===== src/design/srp_pkg.sv =====
package srp_pkg;

   localparam int BYTE_W      = 8;
   localparam int VALUE_W     = 41;
   localparam int STREAK_W    = 8;
   localparam int CSR_INDEX_W = 8;

   localparam logic [BYTE_W-1:0] CHAR_PLUS   = 8'h2B;
   localparam logic [BYTE_W-1:0] CHAR_MINUS  = 8'h2D;
   localparam logic [BYTE_W-1:0] CHAR_PERIOD = 8'h2E;
   localparam logic [BYTE_W-1:0] CHAR_ZERO   = 8'h30;
   localparam logic [BYTE_W-1:0] CHAR_NINE   = 8'h39;

   localparam logic [CSR_INDEX_W-1:0] CSR_SEPARATOR    = 8'd0;
   localparam logic [CSR_INDEX_W-1:0] CSR_STABLE_COUNT = 8'd1;

   localparam logic [BYTE_W-1:0]   SEPARATOR_RESET    = CHAR_PERIOD;
   localparam logic [STREAK_W-1:0] STABLE_COUNT_RESET = 8'd1;
   localparam logic [STREAK_W-1:0] STREAK_MAX         = 8'hFF;

   localparam int QUEUE_DEPTH = 2;
   localparam int QUEUE_PTR_W = $clog2(QUEUE_DEPTH);
   localparam int QUEUE_CNT_W = $clog2(QUEUE_DEPTH + 1);

   // One classified byte as it travels from the front end to the scanner.
   typedef struct packed {
      logic       is_digit;
      logic       is_sep;
      logic       is_sign;
      logic       is_minus;
      logic       eol;
      logic [3:0] digit;
   } byte_class_type;

   // Line summary flags handed from the scanner to the result stage.
   typedef struct packed {
      logic found;
      logic overflow;
      logic minus;
   } line_flags_type;

   function automatic logic [63:0] pow10(input logic [4:0] n);
      logic [63:0] p;
      case (n)
         5'd0:    p = 64'd1;
         5'd1:    p = 64'd10;
         5'd2:    p = 64'd100;
         5'd3:    p = 64'd1000;
         5'd4:    p = 64'd10000;
         5'd5:    p = 64'd100000;
         5'd6:    p = 64'd1000000;
         5'd7:    p = 64'd10000000;
         5'd8:    p = 64'd100000000;
         5'd9:    p = 64'd1000000000;
         5'd10:   p = 64'd10000000000;
         5'd11:   p = 64'd100000000000;
         5'd12:   p = 64'd1000000000000;
         5'd13:   p = 64'd10000000000000;
         5'd14:   p = 64'd100000000000000;
         5'd15:   p = 64'd1000000000000000;
         5'd16:   p = 64'd10000000000000000;
         5'd17:   p = 64'd100000000000000000;
         default: p = 64'd1000000000000000000;
      endcase
      return p;
   endfunction

endpackage


===== src/design/srp_front.sv =====
module srp_front (
   input  logic                         clock,
   input  logic                         reset,
   input  logic                         req_valid,
   output logic                         req_ready,
   input  logic [srp_pkg::BYTE_W-1:0]   req_data_byte,
   input  logic                         req_end_of_line,
   input  logic [srp_pkg::BYTE_W-1:0]   separator,
   output logic                         q_valid,
   output srp_pkg::byte_class_type      q_entry,
   input  logic                         q_pop
);

   srp_pkg::byte_class_type entry_ff [srp_pkg::QUEUE_DEPTH];
   srp_pkg::byte_class_type cls;
   logic [srp_pkg::QUEUE_PTR_W-1:0] wr_ptr_ff, wr_ptr_in;
   logic [srp_pkg::QUEUE_PTR_W-1:0] rd_ptr_ff, rd_ptr_in;
   logic [srp_pkg::QUEUE_CNT_W-1:0] count_ff, count_in;
   logic [srp_pkg::BYTE_W-1:0]      offset;
   logic                            push;

   // A digit byte always wins over the separator, and the separator over a sign.
   always_comb begin
      offset       = req_data_byte - srp_pkg::CHAR_ZERO;
      cls.is_digit = (req_data_byte >= srp_pkg::CHAR_ZERO) &&
                     (req_data_byte <= srp_pkg::CHAR_NINE);
      cls.is_sep   = !cls.is_digit && (req_data_byte == separator);
      cls.is_sign  = !cls.is_digit && !cls.is_sep &&
                     ((req_data_byte == srp_pkg::CHAR_PLUS) ||
                      (req_data_byte == srp_pkg::CHAR_MINUS));
      cls.is_minus = (req_data_byte == srp_pkg::CHAR_MINUS);
      cls.eol      = req_end_of_line;
      cls.digit    = offset[3:0];
   end

   assign req_ready = (count_ff != srp_pkg::QUEUE_CNT_W'(srp_pkg::QUEUE_DEPTH));
   assign push      = req_valid && req_ready;
   assign q_valid   = (count_ff != '0);
   assign q_entry   = entry_ff[rd_ptr_ff];

   always_comb begin
      wr_ptr_in = wr_ptr_ff;
      rd_ptr_in = rd_ptr_ff;
      count_in  = count_ff;
      if (push) begin
         wr_ptr_in = (wr_ptr_ff == srp_pkg::QUEUE_PTR_W'(srp_pkg::QUEUE_DEPTH - 1)) ?
                     '0 : wr_ptr_ff + 1'b1;
      end
      if (q_pop) begin
         rd_ptr_in = (rd_ptr_ff == srp_pkg::QUEUE_PTR_W'(srp_pkg::QUEUE_DEPTH - 1)) ?
                     '0 : rd_ptr_ff + 1'b1;
      end
      if (push && !q_pop) begin
         count_in = count_ff + 1'b1;
      end else if (!push && q_pop) begin
         count_in = count_ff - 1'b1;
      end
   end

   always_ff @(posedge clock) begin
      if (reset) begin
         wr_ptr_ff <= '0;
         rd_ptr_ff <= '0;
         count_ff  <= '0;
      end else begin
         wr_ptr_ff <= wr_ptr_in;
         rd_ptr_ff <= rd_ptr_in;
         count_ff  <= count_in;
      end
   end

   always_ff @(posedge clock) begin
      if (push) begin
         entry_ff[wr_ptr_ff] <= cls;
      end
   end

endmodule


===== src/design/srp_scan.sv =====
module srp_scan #(
   parameter int TOKEN_MAX       = 31,
   parameter int FRACTION_DIGITS = 6,
   parameter int INTEGER_DIGITS  = 6,
   parameter int MAG_W           = 40
) (
   input  logic                     clock,
   input  logic                     reset,
   input  logic                     q_valid,
   input  srp_pkg::byte_class_type  q_entry,
   output logic                     q_pop,
   output logic                     sum_valid,
   output srp_pkg::line_flags_type  sum_flags,
   output logic [MAG_W-1:0]         sum_mag,
   input  logic                     sum_take
);

   localparam int LEN_W = $clog2(TOKEN_MAX + 1);
   localparam int FDS_W = $clog2(FRACTION_DIGITS + 1);
   localparam int SUM_W = MAG_W + 4;
   localparam logic [63:0] MAG_MAX64 =
      srp_pkg::pow10(5'(INTEGER_DIGITS + FRACTION_DIGITS)) - 64'd1;
   localparam logic [63:0] INT_SCALE64 = srp_pkg::pow10(5'(FRACTION_DIGITS));
   localparam logic [MAG_W-1:0] MAG_MAX   = MAG_MAX64[MAG_W-1:0];
   localparam logic [SUM_W-1:0] MAG_MAX_S = SUM_W'(MAG_MAX64);
   localparam logic [SUM_W-1:0] INT_SCALE = SUM_W'(INT_SCALE64);

   typedef enum logic [1:0] {
      PH_SEARCH,
      PH_TOKEN,
      PH_DONE
   } phase_type;

   phase_type  phase_ff, phase_in;
   logic [LEN_W-1:0] len_ff, len_in;
   logic       dig_ff, dig_in;
   logic       sep_ff, sep_in;
   logic [FDS_W-1:0] fds_ff, fds_in;
   logic [MAG_W-1:0] mag_ff, mag_in;
   logic       sat_ff, sat_in;
   logic       minus_ff, minus_in;
   logic       sum_valid_ff, sum_valid_in;
   srp_pkg::line_flags_type sum_flags_ff, sum_flags_in;
   logic [MAG_W-1:0] sum_mag_ff, sum_mag_in;

   srp_pkg::byte_class_type e;
   logic             is_num, cur_ok, use_cur;
   logic [LEN_W-1:0] b_len, x_len;
   logic             b_dig, b_sep, b_sat, x_dig, x_sep, x_sat;
   logic [FDS_W-1:0] b_fds, x_fds;
   logic [MAG_W-1:0] b_mag, x_mag, frac_sum;
   logic [SUM_W-1:0] int_sum;
   logic [4:0]       frac_exp;

   // A byte that closes the summary waits until the result stage has room.
   assign q_pop = q_valid && (!q_entry.eol || !sum_valid_ff || sum_take);

   always_comb begin
      e       = q_entry;
      is_num  = e.is_digit || e.is_sep || e.is_sign;
      cur_ok  = e.is_digit || (e.is_sep && !sep_ff) || (e.is_sign && (len_ff == '0));
      use_cur = (phase_ff == PH_TOKEN) && cur_ok;

      // A byte that cannot extend the open token, or that opens one, starts from
      // an empty token.
      if (use_cur) begin
         b_len = len_ff;
         b_dig = dig_ff;
         b_sep = sep_ff;
         b_fds = fds_ff;
         b_mag = mag_ff;
         b_sat = sat_ff;
      end else begin
         b_len = '0;
         b_dig = 1'b0;
         b_sep = 1'b0;
         b_fds = '0;
         b_mag = '0;
         b_sat = 1'b0;
      end

      int_sum  = ({4'b0000, b_mag} << 3) + ({4'b0000, b_mag} << 1) +
                 SUM_W'(e.digit) * INT_SCALE;
      frac_exp = 5'(FRACTION_DIGITS - 1) - 5'(b_fds);
      frac_sum = b_mag + MAG_W'(e.digit) * MAG_W'(srp_pkg::pow10(frac_exp));

      x_len = b_len + 1'b1;
      x_dig = b_dig || e.is_digit;
      x_sep = b_sep || e.is_sep;
      x_fds = b_fds;
      x_mag = b_mag;
      x_sat = b_sat;
      if (e.is_digit && !b_sat) begin
         if (!b_sep) begin
            if (int_sum > MAG_MAX_S) begin
               x_mag = MAG_MAX;
               x_sat = 1'b1;
            end else begin
               x_mag = int_sum[MAG_W-1:0];
            end
         end else if (b_fds < FDS_W'(FRACTION_DIGITS)) begin
            x_mag = frac_sum;
            x_fds = b_fds + 1'b1;
         end
      end

      phase_in     = phase_ff;
      len_in       = len_ff;
      dig_in       = dig_ff;
      sep_in       = sep_ff;
      fds_in       = fds_ff;
      mag_in       = mag_ff;
      sat_in       = sat_ff;
      minus_in     = minus_ff;
      sum_valid_in = sum_valid_ff && !sum_take;
      sum_flags_in = sum_flags_ff;
      sum_mag_in   = sum_mag_ff;

      if (q_pop) begin
         minus_in = minus_ff || e.is_minus;
         if (phase_ff != PH_DONE) begin
            if ((phase_ff == PH_TOKEN) && !cur_ok && dig_ff) begin
               phase_in = PH_DONE;
            end else if (use_cur || is_num) begin
               phase_in = PH_TOKEN;
               len_in   = x_len;
               dig_in   = x_dig;
               sep_in   = x_sep;
               fds_in   = x_fds;
               mag_in   = x_mag;
               sat_in   = x_sat;
               if (x_len >= LEN_W'(TOKEN_MAX)) begin
                  if (x_dig) begin
                     phase_in = PH_DONE;
                  end else if (x_len == LEN_W'(2)) begin
                     // A sign and a separator filled the token: keep the separator.
                     len_in = LEN_W'(1);
                     sep_in = 1'b1;
                  end else begin
                     phase_in = PH_SEARCH;
                  end
               end
            end else begin
               phase_in = PH_SEARCH;
            end
         end
         if (e.eol) begin
            sum_flags_in.found    = (phase_in == PH_DONE) ||
                                    ((phase_in == PH_TOKEN) && dig_in);
            sum_flags_in.overflow = sum_flags_in.found && sat_in;
            sum_flags_in.minus    = minus_in;
            sum_mag_in            = mag_in;
            sum_valid_in          = 1'b1;
            phase_in              = PH_SEARCH;
            minus_in              = 1'b0;
         end
      end
   end

   always_ff @(posedge clock) begin
      if (reset) begin
         phase_ff     <= PH_SEARCH;
         minus_ff     <= 1'b0;
         sum_valid_ff <= 1'b0;
      end else begin
         phase_ff     <= phase_in;
         minus_ff     <= minus_in;
         sum_valid_ff <= sum_valid_in;
      end
      len_ff       <= len_in;
      dig_ff       <= dig_in;
      sep_ff       <= sep_in;
      fds_ff       <= fds_in;
      mag_ff       <= mag_in;
      sat_ff       <= sat_in;
      sum_flags_ff <= sum_flags_in;
      sum_mag_ff   <= sum_mag_in;
   end

   assign sum_valid = sum_valid_ff;
   assign sum_flags = sum_flags_ff;
   assign sum_mag   = sum_mag_ff;

endmodule


===== src/design/srp_result.sv =====
module srp_result #(
   parameter int MAG_W = 40
) (
   input  logic                                clock,
   input  logic                                reset,
   input  logic                                sum_valid,
   input  srp_pkg::line_flags_type             sum_flags,
   input  logic [MAG_W-1:0]                    sum_mag,
   output logic                                sum_take,
   input  logic [srp_pkg::STREAK_W-1:0]        stable_count,
   output logic                                rsp_valid,
   input  logic                                rsp_ready,
   output logic                                rsp_found,
   output logic signed [srp_pkg::VALUE_W-1:0]  rsp_value_scaled,
   output logic                                rsp_overflow,
   output logic                                rsp_stable,
   output logic [srp_pkg::STREAK_W-1:0]        rsp_streak_length
);

   logic [srp_pkg::VALUE_W-1:0]  held_ff, held_in;
   logic [srp_pkg::STREAK_W-1:0] streak_ff, streak_in;
   logic                         rsp_valid_ff, rsp_valid_in;
   logic                         found_ff, found_in;
   logic [srp_pkg::VALUE_W-1:0]  value_ff, value_in;
   logic                         overflow_ff, overflow_in;
   logic                         stable_ff, stable_in;
   logic [srp_pkg::STREAK_W-1:0] length_ff, length_in;

   logic [srp_pkg::VALUE_W-1:0]  mag_v, value;
   logic [srp_pkg::STREAK_W-1:0] streak_new;
   logic                         stable;

   assign sum_take = sum_valid && (!rsp_valid_ff || rsp_ready);

   always_comb begin
      mag_v = srp_pkg::VALUE_W'(sum_mag);
      value = sum_flags.minus ? (~mag_v + 1'b1) : mag_v;
      if ((streak_ff == '0) || (value == held_ff)) begin
         streak_new = (streak_ff == srp_pkg::STREAK_MAX) ? streak_ff : streak_ff + 1'b1;
      end else begin
         streak_new = srp_pkg::STREAK_W'(1);
      end
      stable = (streak_new >= stable_count);

      held_in      = held_ff;
      streak_in    = streak_ff;
      rsp_valid_in = rsp_valid_ff && !rsp_ready;
      found_in     = found_ff;
      value_in     = value_ff;
      overflow_in  = overflow_ff;
      stable_in    = stable_ff;
      length_in    = length_ff;

      if (sum_take) begin
         rsp_valid_in = 1'b1;
         found_in     = sum_flags.found;
         overflow_in  = sum_flags.overflow;
         if (sum_flags.found) begin
            held_in   = value;
            streak_in = stable ? '0 : streak_new;
            value_in  = value;
            stable_in = stable;
            length_in = streak_new;
         end else begin
            // A line with no number breaks the streak.
            streak_in = '0;
            value_in  = '0;
            stable_in = 1'b0;
            length_in = '0;
         end
      end
   end

   always_ff @(posedge clock) begin
      if (reset) begin
         held_ff      <= '0;
         streak_ff    <= '0;
         rsp_valid_ff <= 1'b0;
      end else begin
         held_ff      <= held_in;
         streak_ff    <= streak_in;
         rsp_valid_ff <= rsp_valid_in;
      end
      found_ff    <= found_in;
      value_ff    <= value_in;
      overflow_ff <= overflow_in;
      stable_ff   <= stable_in;
      length_ff   <= length_in;
   end

   assign rsp_valid         = rsp_valid_ff;
   assign rsp_found         = found_ff;
   assign rsp_value_scaled  = value_ff;
   assign rsp_overflow      = overflow_ff;
   assign rsp_stable        = stable_ff;
   assign rsp_streak_length = length_ff;

endmodule


===== src/design/scale_reading_parser_with_stability_unit.sv =====
// Scale reply parser: bytes of one reply line enter one per clock on the req
// channel, and the byte flagged end_of_line yields one response holding the first
// number of the line, scaled by 10^FRACTION_DIGITS, with overflow, stability and
// streak information. The sustained rate is one request per clock while responses
// are taken; it is set by the scanner, which folds each byte into the token state
// (one times-ten add and compare) as it pops it. A line's last byte and then its
// response pass a two-entry queue in front of the scanner, a summary register and
// an output register; the last two hold finished lines, so requests keep flowing
// while a response waits; req_ready drops only once all three are full. The csr
// port is always ready and must only be written while no line is in flight.
module scale_reading_parser_with_stability_unit #(
   parameter int TOKEN_MAX       = 31,
   parameter int FRACTION_DIGITS = 6,
   parameter int INTEGER_DIGITS  = 6
) (
   input  logic                                   clock,
   input  logic                                   reset,
   input  logic                                   req_valid,
   output logic                                   req_ready,
   input  logic [srp_pkg::BYTE_W-1:0]             req_data_byte,
   input  logic                                   req_end_of_line,
   output logic                                   rsp_valid,
   input  logic                                   rsp_ready,
   output logic                                   rsp_found,
   output logic signed [srp_pkg::VALUE_W-1:0]     rsp_value_scaled,
   output logic                                   rsp_overflow,
   output logic                                   rsp_stable,
   output logic [srp_pkg::STREAK_W-1:0]           rsp_streak_length,
   input  logic                                   csr_valid,
   output logic                                   csr_ready,
   input  logic [srp_pkg::CSR_INDEX_W-1:0]        csr_index,
   input  logic [srp_pkg::BYTE_W-1:0]             csr_data
);

   localparam int MAG_W =
      $clog2(srp_pkg::pow10(5'(INTEGER_DIGITS + FRACTION_DIGITS)));

   logic [srp_pkg::BYTE_W-1:0]   separator_ff, separator_in;
   logic [srp_pkg::STREAK_W-1:0] stable_count_ff, stable_count_in;

   logic                    q_valid, q_pop;
   srp_pkg::byte_class_type q_entry;
   logic                    sum_valid, sum_take;
   srp_pkg::line_flags_type sum_flags;
   logic [MAG_W-1:0]        sum_mag;

   assign csr_ready = 1'b1;

   always_comb begin
      separator_in    = separator_ff;
      stable_count_in = stable_count_ff;
      if (csr_valid && csr_ready) begin
         case (csr_index)
            srp_pkg::CSR_SEPARATOR:    separator_in    = csr_data;
            srp_pkg::CSR_STABLE_COUNT: stable_count_in = csr_data;
            default: begin
            end
         endcase
      end
   end

   always_ff @(posedge clock) begin
      if (reset) begin
         separator_ff    <= srp_pkg::SEPARATOR_RESET;
         stable_count_ff <= srp_pkg::STABLE_COUNT_RESET;
      end else begin
         separator_ff    <= separator_in;
         stable_count_ff <= stable_count_in;
      end
   end

   srp_front u_front (
      .clock           (clock),
      .reset           (reset),
      .req_valid       (req_valid),
      .req_ready       (req_ready),
      .req_data_byte   (req_data_byte),
      .req_end_of_line (req_end_of_line),
      .separator       (separator_ff),
      .q_valid         (q_valid),
      .q_entry         (q_entry),
      .q_pop           (q_pop)
   );

   srp_scan #(
      .TOKEN_MAX       (TOKEN_MAX),
      .FRACTION_DIGITS (FRACTION_DIGITS),
      .INTEGER_DIGITS  (INTEGER_DIGITS),
      .MAG_W           (MAG_W)
   ) u_scan (
      .clock     (clock),
      .reset     (reset),
      .q_valid   (q_valid),
      .q_entry   (q_entry),
      .q_pop     (q_pop),
      .sum_valid (sum_valid),
      .sum_flags (sum_flags),
      .sum_mag   (sum_mag),
      .sum_take  (sum_take)
   );

   srp_result #(
      .MAG_W (MAG_W)
   ) u_result (
      .clock             (clock),
      .reset             (reset),
      .sum_valid         (sum_valid),
      .sum_flags         (sum_flags),
      .sum_mag           (sum_mag),
      .sum_take          (sum_take),
      .stable_count      (stable_count_ff),
      .rsp_valid         (rsp_valid),
      .rsp_ready         (rsp_ready),
      .rsp_found         (rsp_found),
      .rsp_value_scaled  (rsp_value_scaled),
      .rsp_overflow      (rsp_overflow),
      .rsp_stable        (rsp_stable),
      .rsp_streak_length (rsp_streak_length)
   );

endmodule


===== config.mk =====
export PLATFORM = sky130hd
export DESIGN_NAME = scale_reading_parser_with_stability_unit
export DESIGN_NICKNAME = d
export VERILOG_FILES = /design/src/design/srp_pkg.sv /design/src/design/srp_front.sv /design/src/design/srp_scan.sv /design/src/design/srp_result.sv /design/src/design/scale_reading_parser_with_stability_unit.sv
export SDC_FILE = /design/constraint.sdc
export NUM_CORES = 1
export LEC_CHECK = 0
export ABC_AREA = 1
export BUFFER_PORTS_ARGS = -buffer_cell sky130_fd_sc_hd__buf_2
export CAP_MARGIN = 0
export CORE_UTILIZATION = 30
export DETAILED_ROUTE_END_ITERATION = 7
export GPL_TIMING_DRIVEN = 0
export HOLD_SLACK_MARGIN = 0.15
export PLACE_DENSITY_LB_ADDON = 0.12
export SLEW_MARGIN = 20
export SYNTH_ARGS = -nofsm -noshare
export SYNTH_HDL_FRONTEND = slang
export SYNTH_SLANG_ARGS = --single-unit

===== constraint.sdc =====
create_clock -name clock -period 16.9 [get_ports clock]
set_clock_uncertainty 0.1 [all_clocks]
set_input_delay 0 -clock clock [delete_from_list [all_inputs] [get_ports clock]]
set_output_delay 0 -clock clock [all_outputs]
set_load 0.05 [all_outputs]

## Word-level counts from Yosys, hierarchy flattened

Memories as Yosys holds them, arrays and structs flattened. A register that Yosys moved wholly into a read port is not among the register bits.
Cells that the tools add are included.

- Register bits: 220
- Bits in writable memories: 18
- Bits in read-only memories: 1792
- Output and inout bits: 55
- Memories kept: 2

- Add/sub/neg operators: 13
- $mul: 2
- Order comparisons: 6
- Eq/ne operators: 12
- Muxes and demuxes: 58
- Bitwise operators: 2
- Reduce and logical (&&, ||, !) cells: 55

Memories:

| memory | depth | width | read ports | clocked after Yosys merged registers in | write ports | RTL line | RTL |
|---|---|---|---|---|---|---|---|
| (name not given) | 32 | 56 | 1 | 0 | 0 | srp_pkg.sv:44 | `case (n)` |
| u_front.entry_ff | 2 | 9 | 1 | 1 | 1 | srp_front.sv:14 | `srp_pkg::byte_class_type entry_ff [srp_pkg::QUEUE_DEPTH];` |

Operators with widths:

| operator | count |
|---|---|
| $mux 40 | 8 |
| $add 43x41->44 | 1 |
| $add 44x24->44 | 1 |
| $gt 44x40->1 const B | 1 |
| $add 41x1->41 const B | 1 |
| $eq 41x41->1 | 1 |
| $mux 41 | 1 |
| $not 40->41 | 1 |
| $add 40x40->40 | 1 |
| $mul 4x40->40 | 1 |
| $mux 8 | 4 |
| $mux 1 | 28 |
| $mux 5 | 4 |
| $logic_and 1x1->1 | 19 |
| $mul 4x14->18 const B | 1 |
| $mux 2 | 9 |
| $eq 8x6->1 const B | 2 |
| $logic_not 8->1 | 2 |
| $logic_or 1x1->1 | 14 |
| $logic_not 1->1 | 12 |
| $mux 3 | 4 |
| $add 8x1->8 const B | 1 |
| $eq 8x1->1 const B | 1 |
| $eq 8x8->1 | 1 |
| 22 further kinds | 29 |

## Longest topological paths before layout

- Depth in word-level cells: 19
- Depth in mapped cells: 44
- Mapped depth without buffers: 41

## By module

A second synthesis with hierarchy kept.

- Cell total of the unflattened synthesis: 3508
- Area, all modules: 24119.4 um2

Modules (own cells, without submodules):

| module | instances | cells an instance | area each (um2) |
|---|---|---|---|
| srp_scan | 1 | 2308 | 15671.3 |
| srp_result | 1 | 954 | 6476.2 |
| srp_front | 1 | 141 | 1219.9 |
| scale_reading_parser_with_stability_unit | 1 | 105 | 752.0 |

## Least setup slack after synthesis

No wires, ideal clock.

- Path kind: register to register
- From: register with a tool-made name
- To: register u_scan.mag_ff[23] (data pin)
- Setup time: 272 ps
- Data arrival time: 6380 ps
- Required time: 16528 ps
- Path slack: 10149 ps
- Stages on the path, launching flop included: 36
- Path through: dfxtp_1 > buf_4 > inv_2 > nand2_1 > nand2_1 > nand4_1 > nand2_1 > nand2_1 > inv_1 > buf_2 > buf_1 > nand2_1 > inv_1 > ha_1 > clkbuf_1 > clkinv_1 > clkbuf_1 > nor2_1 > inv_1 > fa_1 > fa_1 > inv_1 > fa_1 > ha_1 > a21o_1 > a21oi_1 > inv_1 > nor2_1 > o21ai_0 > or2_2 > nand3_1 > o211ai_1 > nand2_1 > nand2_1 > nand2_1 > o21ai_0

RTL lines:

| item | RTL line | RTL |
|---|---|---|
| to (signal assigned) | srp_scan.sv:174 | `mag_ff <= mag_in;` |
| to (decl) | srp_scan.sv:39 | `logic [MAG_W-1:0] mag_ff, mag_in;` |

==> out/metrics.yaml <==
yosys:
  synth_edf_count: 164
  synth_compound_area_frac: 0.120
  synthFlopType: "edfxtp_1"
  syn_nets: 3672
  synth.cell_area_sq_um: 23300
  synth-seq-area-share: 0.276
  yosysTopAreaCellShare: 0.212
  synth_simple_gate_area_share: 0.287
  synth_area_leaders: "edfxtp_1 21%, nand2_1 14%, inv_1 10%"
  synth_cells: 3379
  synthAdderAreaFrac: 0.175
  synthArstFlopShare: 0
  syn_avg_cell_area_sq_um: 6.89
  synth_seq_cells: 239
  synth_top_family_by_area: "simple AND/OR/NAND/NOR gates"
  synth_common_cells: "876 x nand2_1, 620 x inv_1, 398 x nor2_1, 231 x a21oi_1, 186 x nand3_1"
  muxShareOfSynthArea: 0
  synth_area_leader_cell: "edfxtp_1"
  synth.most_common_cell: "nand2_1"
  yosys_warnings: 0
  synth.distinct_cells: 56
  synth-xor-area-share: 0.0261
pwr:
  leakage_nw: 13.0
  power.density_nw_per_um2: 210
  power_w: 0.00553
  ir_drop_mv: 0.212
sta:
  post-route-period-util: 0.573
  fin_crit_ns: 9.68
  hold_ws_ns: 0.180
  finalHoldViolCount: 0
  final-setup-viol-count: 0
  rsz0062_at_grt: "no"
  setup_tns_ns: 0
  fmax_mhz: 103
  drv_slew: 0
  tightest_slew_ns: 1.11
  maxSlewHeadroom: 0.258
drt:
  vias_per_cell: 4.72
  dr.first_iter.drc_count: 1486
  route.detailed.drc: 0
  wirelength_mm: 81.9
  antenna_left: 0
  vias: 21665
  dr.pass1.iters: 7
  wl_per_cell_microns: 17.8
global_routing:
  grt_max_degree: 37
  grtUsageTotal: 0.207
  grt.overflow.total: 0
  grt_pass1_vias: 20884
  antenna_found_initial: 1
  grt_pass1_wl_mm: 124
critical_path:
  start_kind: "flop"
  path_common_cell: "nand2_1"
  cp_slowest_cell: "nor2_1"
  path_class: "reg -> reg"
  end_kind: "flop"
  cp.arrival_ns: 9.90
  reg2regPathDepth: 34
  path_max_fanout: 10
  critPathRequiredTime_ns: 17.12
  cp_slowest_stage_delay_ns: 0.78
worst_hold_path:
  hold_class: "in -> reg"
  hold_depth: 2
cells_and_area:
  multi_input_area_sq_um: 14200
  fin_area_sq_um: 26300
  area_growth_pct: 13.2
  nets: 3833
  drive_gt1_frac: 0.0581
  nFillCells: 8370
  regArea_sq_um: 6430
outcome:
  status: "finished, final reports clean"
floorplanning:
  io-pin-count: 85
  initial_core_util: 0.305
  core_sq_um: 76300
  die_w_microns: 281
  num_rows: 101
  chipHeight_microns: 281
  dieArea_sq_um: 78700
cts:
  path_clk_slew_ns: 0.06
  clock_sinks: 239
  cts_tree: "built"
  clk_latency_ns: 0.56
  clockBufferDepth: 3
  cts-root-buf: "clkbuf_16"
  htree_levels: 1
  cts_buffers: 26
run:
  cap_violations: 0
placement:
  dp_hpwl_mm: 69.4
  globalplace.congestion: 0.974
  port_buffers: 82
  post_dp_cell_area_sq_um: 25000
## stage by stage
step,worst slack [ns],cells,utilization
6_report,7.22,4591,0.345
5_1_grt,6.53,4590,0.345
4_1_cts,7.12,4590,0.345
3_5_place_dp,7.18,4494,0.328
3_3_place_gp,7.16,4491,0.327
2_1_floorplan,10.15,3379,-
## flip-flops by register name (all words and copies together), names as in the netlist, 5 cells and up, named ones only
signal,count
u_result.rsp_streak_length,8
u_result.held_ff,41
u_scan.sum_mag,40
separator_ff,8
u_scan.mag_ff,40
u_result.streak_ff,8
u_result.rsp_value_scaled,41
stable_count_ff,8
u_front.entry_ff,18
u_scan.len_ff,5
## area by class of cell
type                            instances  share of cell area
Clock buffer                           38              0.0272
Inverter                              628              0.0895
Multi-Input combinational cell       2434               0.538
Timing Repair Buffer                  133              0.0361
Sequential cell                       239               0.244
Clock inverter                         10             0.00394
Antenna cell                            1           0.0000950
Buffer                                 78              0.0127
Tap cell                             1030              0.0489
## report_power, final
part,switching [W],leakage [nW],internal (W)
Sequential,0.000126,2.19,0.000930
Combinational,0.00274,10.4,0.00118
Clock,0.000243,0.397,0.000312
Total,0.00311,13.0,0.00242
## cells in the final DEF, fill, tap and decap left out, types with 26 or more instances in the layout
cell,instances
o211ai_1,28
nand4_1,27
dlygate4sd3_1,48
clkbuf_1,64
inv_1,619
a21oi_1,231
edfxtp_1,164
nand2_1,875
nand3_1,186
o21ai_0,171
ha_1,158
buf_2,94
fa_1,105
dfxtp_1,75
clkbuf_16,26
nor2_1,396
xor2_1,35
## final timing paths
| check | from | endpoint | slack, ns |
|---|---|---|---|
| max | flop | u_scan.sum_mag[36] | 7.22 |
| min | req_data_byte[1] | u_front.entry_ff[1][1] | 0.18 |
| max reg2reg | flop | u_scan.sum_mag[36] | 7.22 |
| min reg2reg | u_scan.sum_flags[1] | u_result.rsp_overflow | 0.32 |
## logic make-up after synthesis
family	Yosys count
compound gates	505
xor+xnor	63
fa+ha+maj	263
buf+inv	706
flops	239
other cells	1
simple gates	1602
## per-layer routing
metal / up-vias / routed length (microns) / share of wire / track usage
li1: 11066 / - / - / -
met1: 9961 / 38300 / 0.47 / 0.284
met2: 516 / 37600 / 0.46 / 0.345
met3: 122 / 3180 / 0.039 / 0.0115
met4: 0 / 2810 / 0.034 / 0.0685
met5: - / 0 / 0 / 0
## worst max-delay path, delay by kind of cell (launching register included)
kind | cells | cell delay, ns
AND/OR/NAND/NOR | 11 | 2.13
buffers and inverters | 11 | 3.45
adder cells (fa/ha/maj) | 5 | 2.06
flip-flops | 1 | 0.29
AO/OA/AOI/OAI | 7 | 1.36
## repair_timing
item,CTS,global route
hold buffers,48,0
gates resized for setup,0,0
endpoints found under the hold margin,86,0
buffers inserted,0,0
No activity file was read; power rests on OpenSTA's default activity.
